--- src/rtl/core/pwci_pkg.sv ---
// Shared widths, register codes, reset values and config bundle for the PID block.
package pwci_pkg;

	localparam int ERR_WIDTH       = 24;
	localparam int GAIN_FRAC_BITS  = 8;
	localparam int GAIN_WIDTH      = 16;
	localparam int LIMIT_WIDTH     = 32;
	localparam int DRIVE_WIDTH     = 40;
	localparam int CFG_INDEX_WIDTH = 3;
	localparam int CFG_DATA_WIDTH  = 32;

	// register indexes on the config port
	localparam logic [CFG_INDEX_WIDTH-1:0] REG_PROP_GAIN   = 3'd0;
	localparam logic [CFG_INDEX_WIDTH-1:0] REG_INTEG_GAIN  = 3'd1;
	localparam logic [CFG_INDEX_WIDTH-1:0] REG_DERIV_GAIN  = 3'd2;
	localparam logic [CFG_INDEX_WIDTH-1:0] REG_INTEG_UPPER = 3'd3;
	localparam logic [CFG_INDEX_WIDTH-1:0] REG_INTEG_LOWER = 3'd4;

	// item modes
	localparam logic MODE_SAMPLE = 1'b0;
	localparam logic MODE_CLEAR  = 1'b1;

	localparam logic signed [GAIN_WIDTH-1:0]  PROP_GAIN_RST   = 16'sd256;
	localparam logic signed [GAIN_WIDTH-1:0]  INTEG_GAIN_RST  = 16'sd2560;
	localparam logic signed [GAIN_WIDTH-1:0]  DERIV_GAIN_RST  = 16'sd0;
	localparam logic signed [LIMIT_WIDTH-1:0] INTEG_UPPER_RST = 32'sd65535;
	localparam logic signed [LIMIT_WIDTH-1:0] INTEG_LOWER_RST = -32'sd65535;

	typedef struct packed {
		logic signed [GAIN_WIDTH-1:0]  prop_gain;
		logic signed [GAIN_WIDTH-1:0]  integ_gain;
		logic signed [GAIN_WIDTH-1:0]  deriv_gain;
		logic signed [LIMIT_WIDTH-1:0] integ_upper;
		logic signed [LIMIT_WIDTH-1:0] integ_lower;
	} pwci_cfg_t;

endpackage

--- src/rtl/core/pwci_cfg_regs.sv ---
// Configuration register file: gains and integral clamp limits.
module pwci_cfg_regs
	import pwci_pkg::*;
(
	input  logic                       clk,
	input  logic                       arst_n,
	input  logic                       cfg_valid,
	output logic                       cfg_ready,
	input  logic [CFG_INDEX_WIDTH-1:0] cfg_index,
	input  logic [CFG_DATA_WIDTH-1:0]  cfg_data,
	output pwci_cfg_t                  cfg
);

	pwci_cfg_t cfg_q;

	assign cfg_ready = 1'b1;
	assign cfg       = cfg_q;

	always_ff @(posedge clk or negedge arst_n) begin
		if (!arst_n) begin
			cfg_q.prop_gain   <= PROP_GAIN_RST;
			cfg_q.integ_gain  <= INTEG_GAIN_RST;
			cfg_q.deriv_gain  <= DERIV_GAIN_RST;
			cfg_q.integ_upper <= INTEG_UPPER_RST;
			cfg_q.integ_lower <= INTEG_LOWER_RST;
		end else if (cfg_valid) begin
			case (cfg_index)
				REG_PROP_GAIN:   cfg_q.prop_gain   <= cfg_data[GAIN_WIDTH-1:0];
				REG_INTEG_GAIN:  cfg_q.integ_gain  <= cfg_data[GAIN_WIDTH-1:0];
				REG_DERIV_GAIN:  cfg_q.deriv_gain  <= cfg_data[GAIN_WIDTH-1:0];
				REG_INTEG_UPPER: cfg_q.integ_upper <= cfg_data[LIMIT_WIDTH-1:0];
				REG_INTEG_LOWER: cfg_q.integ_lower <= cfg_data[LIMIT_WIDTH-1:0];
				default: ;
			endcase
		end
	end

endmodule

--- src/rtl/core/pwci_core.sv ---
// Controller state and the combinational PID arithmetic for one item.
module pwci_core
	import pwci_pkg::*;
(
	input  logic                          clk,
	input  logic                          arst_n,
	input  logic                          step,
	input  logic                          mode,
	input  logic signed [ERR_WIDTH-1:0]   error_in,
	input  pwci_cfg_t                     cfg,
	output logic signed [DRIVE_WIDTH-1:0] drive_next
);

	localparam int PROD_W  = GAIN_WIDTH + ERR_WIDTH;
	localparam int ACC_W   = PROD_W + 1;
	localparam int DIFF_W  = ERR_WIDTH + 1;
	localparam int DPROD_W = GAIN_WIDTH + DIFF_W;
	localparam int SUM_W   = DPROD_W + 2;

	logic signed [ERR_WIDTH-1:0]   prev_error_q;
	logic signed [LIMIT_WIDTH-1:0] integ_acc_q;
	logic                          primed_q;

	logic signed [PROD_W-1:0]      kp_prod, kp_term;
	logic signed [PROD_W-1:0]      ki_prod, ki_term;
	logic signed [DIFF_W-1:0]      diff;
	logic signed [DPROD_W-1:0]     kd_prod, kd_term;
	logic signed [ACC_W-1:0]       acc_sum, acc_hi, acc_lim;
	logic signed [LIMIT_WIDTH-1:0] integ_next;
	logic signed [SUM_W-1:0]       total;

	always_comb begin
		kp_prod = PROD_W'(cfg.prop_gain) * PROD_W'(error_in);
		kp_term = kp_prod >>> GAIN_FRAC_BITS;
		ki_prod = PROD_W'(cfg.integ_gain) * PROD_W'(error_in);
		ki_term = ki_prod >>> GAIN_FRAC_BITS;
		diff    = DIFF_W'(error_in) - DIFF_W'(prev_error_q);
		kd_prod = DPROD_W'(cfg.deriv_gain) * DPROD_W'(diff);
		kd_term = kd_prod >>> GAIN_FRAC_BITS;

		// upper clamp first, then lower: crossed limits settle on the lower one
		acc_sum = ACC_W'(integ_acc_q) + ACC_W'(ki_term);
		acc_hi  = (acc_sum > ACC_W'(cfg.integ_upper)) ? ACC_W'(cfg.integ_upper) : acc_sum;
		acc_lim = (acc_hi < ACC_W'(cfg.integ_lower)) ? ACC_W'(cfg.integ_lower) : acc_hi;

		if (cfg.integ_gain != '0)
			integ_next = acc_lim[LIMIT_WIDTH-1:0];
		else
			integ_next = integ_acc_q;

		total = SUM_W'(kp_term) + SUM_W'(integ_next);
		if (primed_q)
			total = total + SUM_W'(kd_term);

		if (mode == MODE_CLEAR)
			drive_next = '0;
		else
			drive_next = DRIVE_WIDTH'(total);
	end

	always_ff @(posedge clk or negedge arst_n) begin
		if (!arst_n) begin
			prev_error_q <= '0;
			integ_acc_q  <= '0;
			primed_q     <= 1'b0;
		end else if (step) begin
			if (mode == MODE_CLEAR) begin
				prev_error_q <= '0;
				integ_acc_q  <= '0;
				primed_q     <= 1'b0;
			end else begin
				prev_error_q <= error_in;
				integ_acc_q  <= integ_next;
				primed_q     <= 1'b1;
			end
		end
	end

endmodule

--- src/rtl/core/pid_with_clamped_integral.sv ---
// Top level: PID controller with clamped integral, input and result registers.
//
// Usage:
//   in channel  (in_valid/in_ready): one item = mode + signed error_sample.
//     mode 0 processes the sample, mode 1 clears the controller state.
//   out channel (out_valid/out_ready): one drive value per item, in order.
//   cfg channel (cfg_valid/cfg_ready, cfg_index, cfg_data): writes gains and
//     integral limits; always ready, unknown indexes are dropped. Write only
//     while no item is in flight.
// Path: an accepted item is held in the input register, and its result is
//   written into the output register when that register is free or being taken.
// Throughput: one item per cycle while out_ready stays high; the integral update (multiply, add, clamp)
//   completes within the cycle in which the item leaves the input register.
// Reset: gains and limits return to their defaults, state clears, both
//   pipeline registers empty.
// Stall: when out_ready is low with a result held, the input register keeps
//   one more item, then in_ready drops until the result is taken.
module pid_with_clamped_integral
	import pwci_pkg::*;
(
	input  logic                          clk,
	input  logic                          arst_n,
	input  logic                          in_valid,
	output logic                          in_ready,
	input  logic                          mode,
	input  logic signed [ERR_WIDTH-1:0]   error_sample,
	output logic                          out_valid,
	input  logic                          out_ready,
	output logic signed [DRIVE_WIDTH-1:0] drive,
	input  logic                          cfg_valid,
	output logic                          cfg_ready,
	input  logic [CFG_INDEX_WIDTH-1:0]    cfg_index,
	input  logic [CFG_DATA_WIDTH-1:0]     cfg_data
);

	pwci_cfg_t                     cfg;
	logic                          valid_s1;
	logic                          mode_s1;
	logic signed [ERR_WIDTH-1:0]   error_s1;
	logic                          out_valid_q;
	logic signed [DRIVE_WIDTH-1:0] drive_q;
	logic signed [DRIVE_WIDTH-1:0] drive_next;
	logic                          advance;

	pwci_cfg_regs u_cfg (
		.clk       (clk),
		.arst_n    (arst_n),
		.cfg_valid (cfg_valid),
		.cfg_ready (cfg_ready),
		.cfg_index (cfg_index),
		.cfg_data  (cfg_data),
		.cfg       (cfg)
	);

	pwci_core u_core (
		.clk        (clk),
		.arst_n     (arst_n),
		.step       (advance),
		.mode       (mode_s1),
		.error_in   (error_s1),
		.cfg        (cfg),
		.drive_next (drive_next)
	);

	// item moves from the input register into the result register
	assign advance   = valid_s1 && (!out_valid_q || out_ready);
	assign in_ready  = !valid_s1 || advance;
	assign out_valid = out_valid_q;
	assign drive     = drive_q;

	always_ff @(posedge clk or negedge arst_n) begin
		if (!arst_n) begin
			valid_s1    <= 1'b0;
			out_valid_q <= 1'b0;
		end else begin
			if (in_ready)
				valid_s1 <= in_valid;
			if (advance)
				out_valid_q <= 1'b1;
			else if (out_ready)
				out_valid_q <= 1'b0;
		end
	end

	always_ff @(posedge clk) begin
		if (in_valid && in_ready) begin
			mode_s1  <= mode;
			error_s1 <= error_sample;
		end
		if (advance)
			drive_q <= drive_next;
	end

`ifndef SYNTHESIS
	a_clear_gives_zero: assert property (@(posedge clk) disable iff (!arst_n)
		advance && mode_s1 == MODE_CLEAR |=> out_valid && drive == '0)
		else $error("clear item did not produce a zero drive");

	a_stall_only_when_full: assert property (@(posedge clk) disable iff (!arst_n)
		!in_ready |-> valid_s1 && out_valid && !out_ready)
		else $error("input stalled while a register was free");

	a_advance_fills_output: assert property (@(posedge clk) disable iff (!arst_n)
		advance |=> out_valid)
		else $error("advanced item lost before the output register");
`endif

endmodule
--- config.mk ---
export PLATFORM = sky130hd
export DESIGN_NAME = pid_with_clamped_integral
export DESIGN_NICKNAME = d
export VERILOG_FILES = /design/src/rtl/core/pwci_pkg.sv /design/src/rtl/core/pwci_cfg_regs.sv /design/src/rtl/core/pwci_core.sv /design/src/rtl/core/pid_with_clamped_integral.sv
export SDC_FILE = /design/constraint.sdc
export NUM_CORES = 2
export LEC_CHECK = 0
export ABC_AREA = 1
export BUFFER_PORTS_ARGS = -buffer_cell sky130_fd_sc_hd__buf_2
export CORE_MARGIN = 4
export CORE_UTILIZATION = 45
export CTS_CLUSTER_DIAMETER = 150
export CTS_CLUSTER_SIZE = 24
export DETAILED_ROUTE_END_ITERATION = 8
export PLACE_DENSITY = 0.67
export SLEW_MARGIN = 10
export SYNTH_ARGS = -nofsm -noshare
export SYNTH_HDL_FRONTEND = slang
export SYNTH_SLANG_ARGS = --single-unit
export TNS_END_PERCENT = 100
--- constraint.sdc ---
create_clock -name clk -period 37.7 [get_ports clk]
set_input_delay 5.655 -clock clk [delete_from_list [all_inputs] [get_ports clk]]
set_output_delay 5.655 -clock clk [all_outputs]
set_load 0.005 [all_outputs]
======== Word-level counts from Yosys, hierarchy flattened ========
Index checks and enable logic that the tools add are counted.
word-level totals
  output and inout bits ................... 43
  flip-flop bits (word level) ............. 236
  logic and storage cells ................. 49
  input bits .............................. 65
cells by class
  multipliers ............................. 3
  mux-type cells .......................... 9
  reductions and logical operators ........ 14
  $lt $le $gt $ge ......................... 2
  eq/ne operators ......................... 4
  add/sub/neg operators ................... 4
operators by type and width
  kind                                                              count
  32-bit 2-to-1 mux                                                 3
  16-bit by 24-bit multiplier with 40-bit output                    2
  32-bit by 32-bit adder with 33-bit output                         2
  41-bit by 32-bit < comparator with 1-bit output                   1
  16-bit by 25-bit multiplier with 41-bit output                    1
  41-bit 2-to-1 mux                                                 1
  40-bit 2-to-1 mux                                                 1
  33-bit by 33-bit adder with 34-bit output                         1
  33-bit by 32-bit greater-than comparator with 1-bit output        1
  24-bit by 24-bit subtractor with 25-bit output                    1
  24-bit 2-to-1 mux                                                 1
  16-bit nonzero test                                               1
  2-bit AND reduction                                               5
  3-bit by 2-bit == test with 1-bit output (second input constant)  2
  3-bit by 1-bit == test with 1-bit output (second input constant)  1
  3-bit == test (second input constant)                             1
  3-bit zero test                                                   1
  1-bit 2-to-1 mux                                                  3
  1-bit logical AND                                                 2
  1-bit zero test                                                   2
  1-bit logical OR                                                  2
  2-bit nonzero test                                                1

======== Longest topological paths before layout ========
  word-level depth ........................ 10
  gate-level depth with buffers ........... 96

======== Hierarchy ========
From an unflattened synthesis, not the netlist that was laid out.
unflattened totals
  cells, all modules ...................... 7707
  area, all modules ....................... 61281.3 µm²
modules (own cells, without submodules)
  module                     cells an instance  instances  area an instance (µm²)
  pwci_core                  7134               1          54686.2
  pwci_cfg_regs              496                1          4548.1
  pid_with_clamped_integral  77                 1          2047.0

======== Least setup slack after synthesis ========
No wires, ideal clock.
  kind .................................... reg-to-reg
  from .................................... register u_cfg.cfg_q, in the netlist u_cfg.cfg[89]
  to ...................................... register drive_q[32] (netlist: drive[32]), data pin
  clock period less this slack ............ 13823 ps
  slack ................................... 23877 ps
  cell stages (with the launch flop) ...... 86
  arrival time ............................ 13554 ps
  buffers on the path ..................... 5
  path through ............................ dfstp_2 > clkbuf_1 > clkbuf_1 > nand2_1 > fa_1 > inv_1 > fa_1 > inv_1 > fa_1 > inv_1 > fa_1 > fa_1 > inv_1 > fa_1 > inv_1 > ha_1 > a21oi_1 > inv_1 > [50 not listed] > nand2_1 > nand2_1 > a21oi_1 > o21ai_0 > a21oi_1 > inv_1 > nand2_1 > nand2_1 > xor2_1 > ha_1 > a21oi_1 > inv_1 > a31oi_1 > nor2_1 > a2111oi_0 > nand3_1 > nand3_1 > a21oi_1
between the ends
  longest elaborated chain between the ends .. 10
  elaborated cells between the ends (all ways) .. 11
ends and longest elaborated chain
  element                                                     RTL line                         RTL
  start: declaration                                          pwci_cfg_regs.sv:14              pwci_cfg_t cfg_q;
  16-bit by 24-bit multiplier with 40-bit output              pwci_core.sv:35                  ki_prod = PROD_W'(cfg.integ_gain) * PROD_W'(error_in);
  32-bit by 32-bit adder with 33-bit output                   pwci_core.sv:42                  acc_sum = ACC_W'(integ_acc_q) + ACC_W'(ki_term);
  33-bit by 32-bit greater-than comparator with 1-bit output  pwci_core.sv:43                  acc_hi = (acc_sum > ACC_W'(cfg.integ_upper)) ? ACC_W'(cfg.integ_upper) : acc_sum;
  41-bit 2-to-1 mux                                           pwci_core.sv:43
  41-bit by 32-bit < comparator with 1-bit output             pwci_core.sv:44                  acc_lim = (acc_hi < ACC_W'(cfg.integ_lower)) ? ACC_W'(cfg.integ_lower) : acc_hi;
  32-bit 2-to-1 mux                                           pwci_core.sv:44
  32-bit 2-to-1 mux (*)                                       pwci_core.sv:46                  if (cfg.integ_gain != '0)
  32-bit by 32-bit adder with 33-bit output (*)               pwci_core.sv:51                  total = SUM_W'(kp_term) + SUM_W'(integ_next);
  33-bit by 33-bit adder with 34-bit output                   pwci_core.sv:53                  total = total + SUM_W'(kd_term);
  40-bit 2-to-1 mux (*)                                       pwci_core.sv:52                  if (primed_q)
  end signal: assignment                                      pid_with_clamped_integral.sv:91  drive_q <= drive_next;
  end: declaration                                            pid_with_clamped_integral.sv:41  logic signed [DRIVE_WIDTH-1:0] drive_q;
Every way passes the cells marked *; elsewhere a longest branch is shown, timed or not.
A chain may end at the register's enable or synchronous reset.

======== Final worst setup path ========
  from .................................... register u_cfg.cfg_q, in the netlist u_cfg.cfg[95]
  to ...................................... register drive_q[31] (netlist: drive[31]), data pin
Same word-level chain as after synthesis.

==> flow_metrics.tcl <==
set metrics [dict create \
    drc 0 \
    drt.antenna.violating_nets 0 \
    worstPathArrival_ns 18.21 \
    endpoint_kind "flip-flop" \
    setup_viol 0 \
    die_w_um 374 \
    synthDominantAreaCellType "sky130_fd_sc_hd__fa_1" \
    min_delay_worst_endpoint "u_cfg.cfg[48]" \
    cts.sink_count 230 \
    hpwl_um 159000 \
    timing.max_cap.violations 0 \
    slew-limit-headroom_pct 21.6 \
    hold_depth 2 \
    cts_buffers 16 \
    timing.hold.worst.class "flip-flop to flip-flop" \
    rows 133 \
    drv_slew 0 \
    post_cts_buffers 0 \
    layout_worst_path_cycle_share_pct 47.3 \
    clock_insertion_delay_worst_skew_ns 0.60 \
    rr_worst_depth 76 \
    cts_hold_buffers 0 \
    groute.usage.overall_pct 28.5 \
    avgSynthCellArea_um2 7.81 \
    leading_cell_type_by_number_of_instances_after_synthesis "sky130_fd_sc_hd__inv_1" \
    grt_start_max_net_pins 65 \
    tritoncts "done" \
    tritonroute_pass_1_iters 6 \
    yosysSeqAreaShare_pct 10.1 \
    postSynth.asyncResetShare_pct 74.3 \
    core_area_um2 132000 \
    place.gp.congestion 0.969 \
    mappedNetlistArea_um2 60200 \
    crit_required_ns 38.06 \
    grt_remaining_overflow 0 \
    synth_top_cell_area_share_pct 37.8 \
    post_cts_resized 0 \
    synth_nets 9390 \
    hold_violations 0 \
    layout-drive-gt1-share_pct 4.91 \
    n_fill_cell 13173 \
    top_area_cells_in_the_synthesized_netlist "sky130_fd_sc_hd__fa_1, sky130_fd_sc_hd__inv_1, sky130_fd_sc_hd__nand2_1, sky130_fd_sc_hd__ha_1, sky130_fd_sc_hd__dfrtp_1" \
    clock_skew_ns 0.0481 \
    hold_wc_startpoint "u_cfg.cfg[48]" \
    worst-slew-pin-transition_ns 1.18 \
    synthFlopType "sky130_fd_sc_hd__dfrtp_1" \
    syn_inst 7712 \
    crit_path_top_delay_cell "sky130_fd_sc_hd__clkinv_1" \
    timing.setup.critical_path_class "flip-flop to flip-flop" \
    crit_path_frequent_cell "sky130_fd_sc_hd__nand2_1" \
    period_needed_ns 17.84 \
    ys_types 59 \
    run_status "finished clean" \
    regToRegStartpoint "u_cfg.cfg[95]" \
    grt_setup_unrepaired "no" \
    vias_per_cell 5.34 \
    die_h_um 374 \
    cts-root-buf "sky130_fd_sc_hd__clkbuf_16" \
    startpoint_type "flip-flop" \
    grt_pass1_vias 53338 \
    area_delta_synth_final_pct 4.59 \
    critical_path_max_stage_delay_ns 0.77 \
    synth_enable_flop_cells 59 \
    clock_path_buffers 3 \
    setup_tns_ns 0 \
    postLayoutCoreUtil_pct 47.7 \
    ioPinCount 108 \
    drt_first_iter_violations 4121 \
    floorplan.die_area_um2 140000 \
    place.port_buffers 106 \
    cts_htree_levels 1 \
    clkTransAtPathRegs_ns 0.11 \
    synthesis.yosys.warnings 0 \
    max_freq_ghz 0.0560 \
    initial_antenna_violation_count 11 \
    critPathMaxFanout 60 \
    worst_r2r_dst "drive[31]" \
    finalWirelength_um 196000 \
    initial_core_util_pct 45.6 \
    netlist_top_cells_count "sky130_fd_sc_hd__inv_1, sky130_fd_sc_hd__nand2_1, sky130_fd_sc_hd__fa_1, sky130_fd_sc_hd__ha_1, sky130_fd_sc_hd__nor2_1" \
    ys_seq_elements 230 \
    minimum_setup_slack_among_reg_to_reg_paths_ns 19.86 \
    post_drt_wl_per_cell_um 20.9 \
    finish.net_count 9306 \
    first_pass_grt_wire_length_um 310000 \
    vias 50192 \
]
per-layer routing:
metal | track usage (%) | vias to the layer above | wire length, µm
met2 | 47.7 | 1998 | 92100
li1 | - | 22692 | -
met1 | 36.7 | 25037 | 78600
met3 | 5.20 | 453 | 15900
met4 | 11.4 | 12 | 9640
met5 | 0 | - | 92
cell usage in the layout (no fill, tap or decap), types with 4 or more instances in the layout:
cell | netlist | final
sky130_fd_sc_hd__o221ai_1 | 4 | 4
sky130_fd_sc_hd__xor2_1 | 116 | 116
sky130_fd_sc_hd__nand4_1 | 34 | 34
sky130_fd_sc_hd__nor3_1 | 38 | 38
sky130_fd_sc_hd__clkinv_1 | 8 | 8
sky130_fd_sc_hd__a21boi_0 | 4 | 4
sky130_fd_sc_hd__nand2_2 | 8 | 10
sky130_fd_sc_hd__xnor2_1 | 94 | 93
sky130_fd_sc_hd__buf_2 | 15 | 105
sky130_fd_sc_hd__ha_1 | 476 | 476
sky130_fd_sc_hd__dfstp_2 | 36 | 36
sky130_fd_sc_hd__nand3_1 | 240 | 238
sky130_fd_sc_hd__o211ai_1 | 14 | 14
sky130_fd_sc_hd__nor2_1 | 370 | 369
sky130_fd_sc_hd__fa_1 | 1137 | 1137
sky130_fd_sc_hd__clkbuf_16 | 0 | 17
sky130_fd_sc_hd__inv_1 | 1973 | 1972
sky130_fd_sc_hd__a31oi_1 | 45 | 45
sky130_fd_sc_hd__diode_2 | 0 | 4
sky130_fd_sc_hd__a211oi_1 | 10 | 10
sky130_fd_sc_hd__o21ai_0 | 284 | 284
sky130_fd_sc_hd__dfrtp_1 | 135 | 134
sky130_fd_sc_hd__nand3_2 | 6 | 8
sky130_fd_sc_hd__nor3_2 | 4 | 4
sky130_fd_sc_hd__o31ai_1 | 6 | 6
sky130_fd_sc_hd__o21a_1 | 13 | 13
sky130_fd_sc_hd__o21ai_1 | 12 | 12
sky130_fd_sc_hd__buf_4 | 8 | 82
sky130_fd_sc_hd__a221oi_1 | 6 | 6
sky130_fd_sc_hd__o22ai_1 | 22 | 22
sky130_fd_sc_hd__nand2_1 | 1779 | 1777
sky130_fd_sc_hd__nor4_1 | 17 | 17
sky130_fd_sc_hd__or2_2 | 91 | 91
sky130_fd_sc_hd__edfxtp_1 | 59 | 59
sky130_fd_sc_hd__o21bai_1 | 12 | 12
sky130_fd_sc_hd__a21oi_1 | 305 | 305
sky130_fd_sc_hd__a21o_1 | 32 | 32
cell type report:
cell class              count  area (µm²)  share of cell area [%]
diodes                      4        10.0                  0.0159
clock buffers              21         442                   0.701
clock inverters             7         115                   0.183
inverters                1982        7440                    11.8
multi-input cells        5210       45500                    72.3
flip-flops and latches    230        6100                    9.68
well taps                1755        2200                    3.49
repair buffers            188        1150                    1.83
how the worst max path moves through the flow:
stage                        startpoint   endpoint  slack, ns  cells past startpoint
after floorplan           u_cfg.cfg[89]  drive[32]      23.88                     85
after global placement    u_cfg.cfg[95]  drive[31]      20.21                     76
after detailed placement  u_cfg.cfg[95]  drive[31]      20.01                     76
after CTS                 u_cfg.cfg[95]  drive[27]      19.99                     74
after global routing      u_cfg.cfg[95]  drive[31]      18.41                     79
final                     u_cfg.cfg[95]  drive[31]      19.86                     76
logic make-up after synthesis:
| family | Yosys count | share of synthesized area (%) |
|---|---|---|
| adders and majority gates | 1613 | 47.7 |
| buffers and inverters | 2272 | 14.3 |
| AOI/OAI and AO/OA | 788 | 7.26 |
| other | 1 | 0.00623 |
| and+or+nand+nor | 2598 | 17.6 |
| DFF | 230 | 10.1 |
| xor gates and xnor gates | 210 | 3.05 |
through the flow:
step                std cells  cell area (µm²)  worst slack (ns)  hold slack [ns]
floorplan                7712            60200             23.88            0.453
global placement         9365            62400             20.21            0.468
detailed placement       9365            62400             20.01            0.473
CTS                      9393            63000             19.99            0.496
global route             9394            63000             18.41            0.520
finish                   9397            63000             19.86            0.495
critical path: cells and delay by family (launching register included):
family	cells	cell delay (ns)
DFF	1	0.53
and+or+nand+nor	30	5.38
adders and majority gates	13	5.24
buffers and inverters	11	1.44
xor gates and xnor gates	3	0.72
AOI/OAI and AO/OA	19	4.29
sequential cells by signal (all words and copies together), names as in the netlist:
| register | flops |
|---|---|
| u_core.prev_error_q | 24 |
| valid_s1 | 1 |
| u_core.integ_acc_q | 32 |
| error_s1 | 24 |
| u_core.primed_q | 1 |
| drive | 34 |
| u_cfg.cfg | 112 |
| out_valid | 1 |
| mode_s1 | 1 |
Power is not shown: default switching activity piles up to over one toggle a cycle in this logic, so the estimate is an artifact.
